**src/hdl/assert_macros.svh**
```systemverilog
// shared assertion macros for the sequencer
`ifndef ASSERT_MACROS_SVH
`define ASSERT_MACROS_SVH

// generic form with explicit clock and active-low reset
`define ASSERT_AT(lbl, clk, rstn, prop) \
  lbl: assert property (@(posedge clk) disable iff (!rstn) prop) \
    else $error("assertion failed");

// form bound to the usual clock and reset names
`define ASSERT_STD(lbl, prop) `ASSERT_AT(lbl, clk_i, rst_ni, prop)

`endif

```
**src/hdl/hisq_mul.sv**
```systemverilog
module hisq_mul (
  input  logic               clk_i,
  input  logic signed [32:0] a_i,
  input  logic signed [32:0] b_i,
  output logic        [63:0] p_o
);
  logic signed [65:0] full;
  logic        [63:0] p_q;

  assign full = a_i * b_i;

  // only the low 64 bits of the product are kept
  always_ff @(posedge clk_i) begin
    p_q <= full[63:0];
  end

  assign p_o = p_q;
endmodule

```
**config.mk**
```make
export PLATFORM = sky130hd
export DESIGN_NAME = hisq_mul
export DESIGN_NICKNAME = d
export VERILOG_FILES = /design/src/hdl/assert_macros.svh /design/src/hdl/hisq_mul.sv
export SDC_FILE = /design/constraint.sdc
export NUM_CORES = 2
export LEC_CHECK = 0
export BUFFER_PORTS_ARGS = -buffer_cell sky130_fd_sc_hd__buf_2
export CAP_MARGIN = 10
export CORE_ASPECT_RATIO = 2
export CORE_MARGIN = 2
export CORE_UTILIZATION = 55
export DETAILED_ROUTE_END_ITERATION = 10
export HOLD_SLACK_MARGIN = 0.1
export PLACE_DENSITY = 0.72
export SYNTH_ARGS = -nofsm -noshare
export SYNTH_HDL_FRONTEND = slang
export SYNTH_SLANG_ARGS = --single-unit
```
**constraint.sdc**
```tcl
create_clock -name clk_i -period 23 [get_ports clk_i]
set_input_delay 3.45 -clock clk_i [delete_from_list [all_inputs] [get_ports clk_i]]
set_output_delay 3.45 -clock clk_i [all_outputs]
set_load 0.02 [all_outputs]
```
==> flow_summary.yaml <==
clocking:
  cts_root_buf: "clkbuf_16"
  cts_tree: "built"
  cts_sinks: 64
  ctsHoldBuffers: 0
  numCtsBuffers: 9
  postCtsSetupBuffers: 0
  ctsResizeCount: 0
  path_clk_slew_ps: 60
  cts.path.max_buffers: 2
  h-tree-depth: 3
detailed_routing:
  vias_per_cell: 5.67
  drt_wl_total_um: 120000
  drt-wirelength-per-cell_um: 23.6
  drc: 0
  vias: 28800
  firstDrtPassIters: 5
  drt_iter0_markers: 1605
  antenna_left: 0
worst_hold_path:
  min-delay-path-class: "in -> reg"
timing:
  rsz0062_at_grt: "false"
  finalCritPeriodShare_pct: 50.5
  fmax_mhz: 86.0
  worst_slew_pin_slew_ps: 869
  hold_viol: 0
  relSlewSlack_pct: 42.1
  slew_viol_final: 0
  finalSetupViolCount: 0
  fin_crit_ps: 11620
  setup_tns_ps: 0
synthesis:
  synth_cell_types: 57
  synth-async-reset-ratio_pct: 0
  ys_warn_count: 0
  synth.top_cell.area_share_pct: 57.0
  syn_inst: 4207
  synth_seq_area_share_pct: 3.24
  synth_top_area_cell: "fa_1"
  syn_nets: 5611
  synth-seq-cells: 64
  ys_top_cells_by_area: "fa_1, inv_1, and2_1"
  synth_area_um2: 39500
  post-synth-top-count-cell: "fa_1"
  syn_avg_cell_area_um2: 9.40
  yosys-top-cells-count: "fa_1, inv_1, and2_1"
  synth_edf_count: 0
  synth_ff_type: "dfxtp_1"
worst_setup_path:
  cp_top_family: "adder cells"
  path_max_fanout: 33
  endpoint_kind: "flop"
  critPathSlowestCell: "fa_1"
  cp_common_cell: "fa_1"
  critical_path_required_ps: 23230
  worstSetupPathType: "in -> reg"
  cp-start-kind: "input port"
  crit_chain: "buf_2 -> nand2_1 -> inv_1 -> fa_1 -> fa_1 -> fa_1 -> inv_1 -> fa_1 -> inv_1 -> fa_1 -> fa_1 -> fa_1 -> inv_1 -> fa_1 -> inv_1 -> ha_1 -> a21o_1 -> a21o_1 -> a21oi_1 -> nand2_1 -> o31ai_1 -> o211ai_1 -> a21oi_1 -> xnor2_1"
  cp_num_cells: 24
  arrival_ps: 11850
  crit_buf_inv: 6
  cp-startpoint: "b_i[0]"
  crit_end: "p_o[63]$_DFF_P_"
  slowest_delay_ps: 870
cells_and_area:
  area_delta_synth_final_pct: 3.69
  largest_reg_flops: 64
  drive_gt1_share_pct: 4.24
  fin_nets: 5552
  final_cell_area_um2: 41000
floorplan:
  num_rows: 139
  start_util_pct: 55.3
  die_x_um: 194
  fp.dieH_um: 383
  dieArea_um2: 74200
  core_um2: 71500
  ios: 131
placement:
  placed_area_um2: 40700
  port-buffer-count: 130
  place_hpwl_um: 98300
  gp_congestion: 0.938
grt:
  grt_pass1_wl_um: 186000
  overflow: 0
  first_global_vias: 33200
  grt_start_max_net_pins: 35
  antenna_found_initial: 5
  grtUsageTotal_pct: 34.1
status:
  outcome: "completed"
flow_run:
  maxCapViolations: 0
## through the flow
step                      instances  setup slack (ps)  utilization, %  hold WS (ps)
final                          5075             11380            57.4          3690
after global routing           5070             10960            57.3          3680
after CTS                      5069             11420            57.3          3660
after detailed placement       5053             11040            56.9          3860
after global placement         5053             11190            56.9          3870
after floorplan                4207             12290               -          3580
## final cells by class
cell class	count	area (µm²)
inverters	1086	4080
diodes	6	15.0
well taps	916	1150
clock inverters	5	63.8
multi-input cells	2835	33400
repair buffers	152	816
flip-flops and latches	64	1280
clock buffers	11	253
fillers	6280	30500
## routing by layer
metal / vias up / GRT usage, % / wire (µm)
met3: 675 / 5.09 / 5790
met4: 2 / 41.3 / 18500
met1: 15000 / 29.4 / 31400
met2: 1251 / 61.3 / 64300
li1: 11800 / - / -
met5: - / 0 / 13
## worst min path at each step
stage | start | to | slack, ps | depth (start not counted)
after floorplan | a_i[0] | p_o[0]$_DFF_P_ | 3580 | 1
after global placement | p_o[2]$_DFF_P_ | p_o[2] | 3870 | 1
after detailed placement | p_o[4]$_DFF_P_ | p_o[4] | 3860 | 1
after CTS | b_i[0] | p_o[0]$_DFF_P_ | 3660 | 2
after global routing | b_i[0] | p_o[0]$_DFF_P_ | 3680 | 2
final | b_i[0] | p_o[0]$_DFF_P_ | 3690 | 2
## placed cells by master, fill, tap and decap left out, types with 21 or more instances in the layout
master	n
nor2b_1	32
ha_1	212
inv_1	1086
fa_1	1125
a21oi_1	69
buf_4	22
and2_1	548
dfxtp_1	64
xor2_1	21
o21ai_0	29
nand2_1	547
xnor2_1	55
buf_2	130
## cell families (layout without fill, tap and decap cells)
kind of cell    count (synthesis)  in the layout  share of synthesized area [%]
fa+ha+maj                    1337           1337                           63.7
buf+inv                      1308           1254                           12.4
simple gates                 1221           1221                           15.7
compound gates                200            200                           3.25
xor+xnor                       76             76                           1.68
flops                          64             64                           3.24
mux                             1              1                         0.0253
other cells                     0              6                              0
Power is not shown: default switching activity piles up to over one toggle a cycle in this logic, so the estimate is an artifact.
