===== src/hdl/assert_macros.svh =====
// shared assertion macros for the sequencer
`ifndef ASSERT_MACROS_SVH
`define ASSERT_MACROS_SVH

// generic form with explicit clock and active-low reset
`define ASSERT_AT(lbl, clk, rstn, prop) \
  lbl: assert property (@(posedge clk) disable iff (!rstn) prop) \
    else $error("assertion failed");

// form bound to the usual clock and reset names
`define ASSERT_STD(lbl, prop) `ASSERT_AT(lbl, clk_i, rst_ni, prop)

`endif


===== src/hdl/hisq_pkg.sv =====
package hisq_pkg;

  localparam int CORDIC_STEPS = 16;
  localparam int CORDIC_ITER  = (CORDIC_STEPS < 24) ? CORDIC_STEPS : 24;

  localparam int PI_Q      = 25736;
  localparam int HALF_PI_Q = 12868;
  localparam int TWO_PI_Q  = 51472;

  localparam logic [1:0] PH_IDLE  = 2'd0;
  localparam logic [1:0] PH_BRAKE = 2'd1;
  localparam logic [1:0] PH_ALIGN = 2'd2;
  localparam logic [1:0] PH_SHOOT = 2'd3;

  localparam logic [1:0] CMD_ODOM  = 2'd0;
  localparam logic [1:0] CMD_START = 2'd1;
  localparam logic [1:0] CMD_TICK  = 2'd2;

  localparam logic [2:0] CFG_NEAR_RADIUS   = 3'd0;
  localparam logic [2:0] CFG_BRAKE_SPEED   = 3'd1;
  localparam logic [2:0] CFG_SETTLE_SPEED  = 3'd2;
  localparam logic [2:0] CFG_YAW_TOLERANCE = 3'd3;
  localparam logic [2:0] CFG_HOLD_TICKS    = 3'd4;
  localparam logic [2:0] CFG_SHOOT_TICKS   = 3'd5;

  // request to the angle unit
  typedef struct packed {
    logic               start;
    logic signed [32:0] x;
    logic signed [32:0] y;
  } cord_req_t;

  // arctangent of 2^-i, scaled by 2^30
  function automatic logic [29:0] atan_entry(input logic [4:0] idx);
    logic [29:0] v;
    case (idx)
      5'd0:  v = 30'd843314857;
      5'd1:  v = 30'd497837829;
      5'd2:  v = 30'd263043837;
      5'd3:  v = 30'd133525159;
      5'd4:  v = 30'd67021687;
      5'd5:  v = 30'd33543516;
      5'd6:  v = 30'd16775851;
      5'd7:  v = 30'd8388437;
      5'd8:  v = 30'd4194283;
      5'd9:  v = 30'd2097149;
      5'd10: v = 30'd1048576;
      5'd11: v = 30'd524288;
      5'd12: v = 30'd262144;
      5'd13: v = 30'd131072;
      5'd14: v = 30'd65536;
      5'd15: v = 30'd32768;
      5'd16: v = 30'd16384;
      5'd17: v = 30'd8192;
      5'd18: v = 30'd4096;
      5'd19: v = 30'd2048;
      5'd20: v = 30'd1024;
      5'd21: v = 30'd512;
      5'd22: v = 30'd256;
      5'd23: v = 30'd128;
      default: v = '0;
    endcase
    return v;
  endfunction

  // one wrap step into [-pi, pi], enough for the ranges used here
  function automatic logic signed [15:0] wrap_pi(input logic signed [17:0] a);
    logic signed [17:0] r;
    r = a;
    if (a > 18'(PI_Q)) r = a - 18'(TWO_PI_Q);
    else if (a < -18'(PI_Q)) r = a + 18'(TWO_PI_Q);
    return r[15:0];
  endfunction

endpackage


===== src/hdl/hisq_cordic.sv =====
`include "assert_macros.svh"

module hisq_cordic (
  input  logic                clk_i,
  input  logic                rst_ni,
  input  hisq_pkg::cord_req_t req_i,
  output logic                done_o,
  output logic signed [15:0]  angle_o
);
  import hisq_pkg::*;

  localparam logic [1:0] C_IDLE = 2'd0;
  localparam logic [1:0] C_NORM = 2'd1;
  localparam logic [1:0] C_ROT  = 2'd2;
  localparam logic [1:0] C_FIN  = 2'd3;

  logic [1:0]         cst_q;
  logic [41:0]        ax_q, ay_q;
  logic signed [43:0] cx_q, cy_q;
  logic signed [32:0] z_q;
  logic [4:0]         i_q;
  logic               xneg_q, yneg_q, done_q;
  logic signed [15:0] angle_q;

  logic [32:0]        xm, ym;
  logic signed [43:0] tx, ty;
  logic signed [32:0] tab, zc, zr;
  logic [15:0]        qa;
  logic signed [15:0] qs;

  assign xm  = req_i.x[32] ? 33'(-req_i.x) : 33'(req_i.x);
  assign ym  = req_i.y[32] ? 33'(-req_i.y) : 33'(req_i.y);
  assign tx  = cx_q >>> i_q;
  assign ty  = cy_q >>> i_q;
  assign tab = {3'b000, atan_entry(i_q)};

  always_comb begin
    zc = z_q[32] ? '0 : z_q;
    zr = (zc + 33'sd65536) >>> 17;
    qa = (zr > 33'(HALF_PI_Q)) ? 16'(HALF_PI_Q) : zr[15:0];
    if (xneg_q) qa = 16'(PI_Q) - qa;
    qs = yneg_q ? -$signed(qa) : $signed(qa);
  end

  always_ff @(posedge clk_i or negedge rst_ni) begin
    if (!rst_ni) begin
      cst_q   <= C_IDLE;
      ax_q    <= '0;
      ay_q    <= '0;
      cx_q    <= '0;
      cy_q    <= '0;
      z_q     <= '0;
      i_q     <= '0;
      xneg_q  <= 1'b0;
      yneg_q  <= 1'b0;
      done_q  <= 1'b0;
      angle_q <= '0;
    end else begin
      // done pulses after the final step, or at once for a zero vector
      done_q <= (cst_q == C_FIN) ||
                (cst_q == C_IDLE && req_i.start && xm == '0 && ym == '0);
      case (cst_q)
        C_IDLE: begin
          if (req_i.start) begin
            xneg_q <= req_i.x[32];
            yneg_q <= req_i.y[32];
            ax_q   <= {9'd0, xm};
            ay_q   <= {9'd0, ym};
            if (xm == '0 && ym == '0) begin
              angle_q <= '0;
            end else begin
              cst_q <= C_NORM;
            end
          end
        end
        C_NORM: begin
          // one bit of normalization per cycle
          if ((ax_q[41:40] | ay_q[41:40]) == 2'b00) begin
            ax_q <= {ax_q[40:0], 1'b0};
            ay_q <= {ay_q[40:0], 1'b0};
          end else begin
            cx_q  <= {2'b00, ax_q};
            cy_q  <= {2'b00, ay_q};
            z_q   <= '0;
            i_q   <= '0;
            cst_q <= C_ROT;
          end
        end
        C_ROT: begin
          if (!cy_q[43]) begin
            cx_q <= cx_q + ty;
            cy_q <= cy_q - tx;
            z_q  <= z_q + tab;
          end else begin
            cx_q <= cx_q - ty;
            cy_q <= cy_q + tx;
            z_q  <= z_q - tab;
          end
          i_q <= i_q + 5'd1;
          if (i_q == 5'(CORDIC_ITER - 1)) cst_q <= C_FIN;
        end
        C_FIN: begin
          angle_q <= qs;
          cst_q   <= C_IDLE;
        end
        default: cst_q <= C_IDLE;
      endcase
    end
  end

  assign done_o  = done_q;
  assign angle_o = angle_q;

  `ASSERT_STD(a_start_when_idle, req_i.start |-> (cst_q == C_IDLE))
  `ASSERT_STD(a_done_single, done_o |=> !done_o)
endmodule


===== config.mk =====
export PLATFORM = sky130hd
export DESIGN_NAME = hisq_cordic
export DESIGN_NICKNAME = d
export VERILOG_FILES = /design/src/hdl/hisq_pkg.sv /design/src/hdl/hisq_cordic.sv
export VERILOG_INCLUDE_DIRS = /design/src /design/src/hdl
export SDC_FILE = /design/constraint.sdc
export NUM_CORES = 1
export LEC_CHECK = 0
export BUFFER_PORTS_ARGS = -buffer_cell sky130_fd_sc_hd__clkbuf_2
export CAP_MARGIN = 5
export CORE_ASPECT_RATIO = 1.5
export CORE_MARGIN = 8
export CORE_UTILIZATION = 45
export CTS_CLUSTER_SIZE = 30
export DETAILED_ROUTE_END_ITERATION = 7
export GPL_TIMING_DRIVEN = 0
export PLACE_DENSITY = 0.59
export SYNTH_ARGS = -nofsm -noshare
export SYNTH_HDL_FRONTEND = slang
export SYNTH_SLANG_ARGS = --single-unit

===== constraint.sdc =====
create_clock -name clk_i -period 7.87 [get_ports clk_i]
set_input_delay 1.1805 -clock clk_i [delete_from_list [all_inputs] [get_ports clk_i]]
set_output_delay 1.1805 -clock clk_i [all_outputs]
set_load 0.005 [all_outputs]

==> results.sh <==
export IMPL_ctsHoldBuffers=0
export IMPL_hold_violations=0
export IMPL_crit_required_ns=8.40
export IMPL_async_reset_ff_share_pct=100
export IMPL_synth_edf_count=0
export IMPL_hp_class="reg2reg"
export IMPL_grtUsageTotal_pct=43.5
export IMPL_syn_cell_area_sq_mm=0.0293
export IMPL_clock_skew_ns=0.0332
export IMPL_ys_seq_area_share_pct=19.7
export IMPL_cts_root_buf="clkbuf_16"
export IMPL_fmax_mhz=127
export IMPL_critPathMaxFanout=10
export IMPL_routed_wirelength_um=164000
export IMPL_syn_to_final_growth_pct=10.0
export IMPL_drtIter0Drc=3140
export IMPL_synthAdderAreaFrac_pct=6.28
export IMPL_r2r_slack_ns=-0.009
export IMPL_critPathCaptureType="flip-flop"
export IMPL_synth_distinct_cells=112
export IMPL_r2r_end="cy_q[37]"
export IMPL_gp_congestion=1.15
export IMPL_synth_compound_area_share_pct=25.5
export IMPL_violations="capacitance limit, setup timing"
export IMPL_setup_viol=1
export IMPL_slew_headroom_pct=0.149
export IMPL_start_util_pct=45.4
export IMPL_synth_top_area_share_pct=19.7
export IMPL_fillCellCount=6575
export IMPL_grt_max_degree=107
export IMPL_crit_start="i_q[1]"
export IMPL_synth_nets=3881
export IMPL_synth_top_family_by_area="compound AO/OA/AOI/OAI gates"
export IMPL_clk_latency_ns=0.63
export IMPL_setup_ws_ns=-0.00897
export IMPL_route_detailed_wl_per_inst_um=34.9
export IMPL_r2r_cells=25
export IMPL_fp_dieH_um=328
export IMPL_rsz0062_at_grt="no"
export IMPL_ant_nets=0
export IMPL_worstSetupStartpointType="flip-flop"
export IMPL_synth_xor_area_share_pct=8.08
export IMPL_io_buffers=84
export IMPL_syn_inst=3667
export IMPL_hp_start="z_q[4]"
export IMPL_pin_count=86
export IMPL_maxCapViolations=1
export IMPL_placeableCoreArea_sq_mm=0.0645
export IMPL_htreeDepth=1
export IMPL_crit_end="cy_q[37]"
export IMPL_drc=0
export IMPL_muxShareOfSynthArea_pct=15.5
export IMPL_die_w_um=224
export IMPL_slowest_stage="xor2_1"
export IMPL_yosys_area_top_type="dfrtp_1"
export IMPL_worstMarginPinSlew_ns=1.50
export IMPL_antenna_found_initial=9
export IMPL_path_clk_slew_ns=0.07
export IMPL_cts_buffers=28
export IMPL_grt_pass1_wl_um=229000
export IMPL_critPathKind="reg2reg"
export IMPL_tritoncts="done"
export IMPL_final_layout_size_suffix_gt1_share_pct=12.8
export IMPL_fin_crit_sh_pct=100
export IMPL_synth_top_cells_by_count="444 x nand2_1, 333 x o21ai_0, 308 x a21oi_1"
export IMPL_synth_area_per_cell_sq_um=7.98
export IMPL_period_minus_slack_ns=7.88
export IMPL_vias=32100
export IMPL_ys_seq_elements=231
export IMPL_final_max_slew_viol_count=0
export IMPL_yosysWarnings=0
export IMPL_grt_pass1_vias=31300
export IMPL_grt_overflow=0
export IMPL_row_count=114
export IMPL_dr_pass1_iters=6
export IMPL_cpPeakStageDelay_ns=0.64
export IMPL_r2r_start="i_q[1]"
export IMPL_dp_hpwl_um=126000
export IMPL_final_nets=4004
export IMPL_yosys_cell_count_top_type="nand2_1"
export IMPL_clock_sinks=231
export IMPL_status="finished, violations left"
export IMPL_yosys_top_cells_area="dfrtp_1 20%, mux4_2 7.6%, ha_1 6.1%, nand2_1 5.7%, o21ai_0 5.7%"
export IMPL_synth_simple_gate_area_share_pct=20.1
export IMPL_die_area_sq_mm=0.0736
export IMPL_clk_path_buf_depth=3
export IMPL_hold_slack_ns=0.491
export IMPL_synthFlopType="dfrtp_1"
export IMPL_vias_per_cell=6.85
export IMPL_cp_arrival_ns=8.41
-- cell families (layout without fill, tap and decap cells) --
logic type | after synthesis | after routing
fa+ha+maj | 145 | 145
buf+inv | 315 | 459
other cells | 0 | 6
flops | 231 | 231
simple gates | 1226 | 1226
mux | 304 | 304
compound gates | 1176 | 1176
xor+xnor | 270 | 270
-- worst max-delay path: cells and delay by family, from the launching register on --
kind / cells / cell delay, ns
flops: 1 / 0.47
buf+inv: 4 / 1.29
fa+ha+maj: 2 / 0.69
xor+xnor: 2 / 0.99
mux: 1 / 0.39
simple gates: 5 / 1.01
compound gates: 11 / 2.90
-- timing repair --
action | CTS | global route
setup endpoints to repair | 61 | 44
pin swaps | 2 | 1
resized for setup | 58 | 74
buffers inserted | 2 | 2
-- worst min-delay path by stage --
stage / to / slack, ns / cells past startpoint
3_3_place_gp: z_q[2] / 0.47 / 2
2_1_floorplan: ay_q[35] / 0.45 / 2
5_1_grt: z_q[3] / 0.51 / 1
6_report: z_q[4] / 0.49 / 2
3_5_place_dp: z_q[4] / 0.48 / 2
4_1_cts: z_q[4] / 0.49 / 2
-- metal layers --
metal,routed length [um],GRT usage (%)
met1,53200,44.1
met2,74800,70.5
met3,15100,12.3
met4,20400,43.2
met5,45,0
-- layout by cell type, fill, tap and decap left out, drive strengths merged, types with 28 or more instances in the layout --
cell type and n:
nand2 444, buf 108, nand4 32, o22ai 28, o31ai 51, a21o 58
and3 39, ha 142, inv 70, a31oi 59, a211oi 29, and2 32
nand2b 45, a21oi 310, dfrtp 231, o21ai 340, nand3 54, nor2b 59
mux2i 138, mux2 57, mux4 109, nor3 67, nor2 306, xnor2 150
a22o 29, o21a 53, xor2 120, clkbuf 262
-- stage by stage --
stage	cells	util, %	setup TNS (ns)	cell area (sq um)	setup WS, ns
detailed placement	4625	47.9	-45.85	30900	-1.91
global route	4682	49.9	0	32200	0.00101
CTS	4676	49.5	-0.0368	31900	-0.0368
global placement	4621	47.7	-51.39	30800	-1.88
floorplan	3667	-	0	29300	1.58
finish	4687	49.9	-0.00897	32200	-0.00897
-- flip-flops by register name, indices dropped and copies added (netlist names) --
signal	flops
done_o	1
cx_q	44
angle_o	16
ax_q	42
cy_q	44
ay_q	42
yneg_q	1
z_q	33
i_q	5
xneg_q	1
cst_q	2
-- area by class of cell --
class	instances	area (sq um)	share of cell area [%]
Clock buffer	36	761	2.36
Multi-Input combinational cell	3121	22300	69.1
Sequential cell	231	5780	18.0
Inverter	73	279	0.866
Buffer	238	1260	3.93
Clock inverter	15	164	0.509
Antenna cell	6	15.0	0.0466
Tap cell	870	1090	3.38
Timing Repair Buffer	97	594	1.85
Power is left out: the tool's default activity adds up to more than one toggle a clock period on the data nets, which glitch-free logic cannot reach.
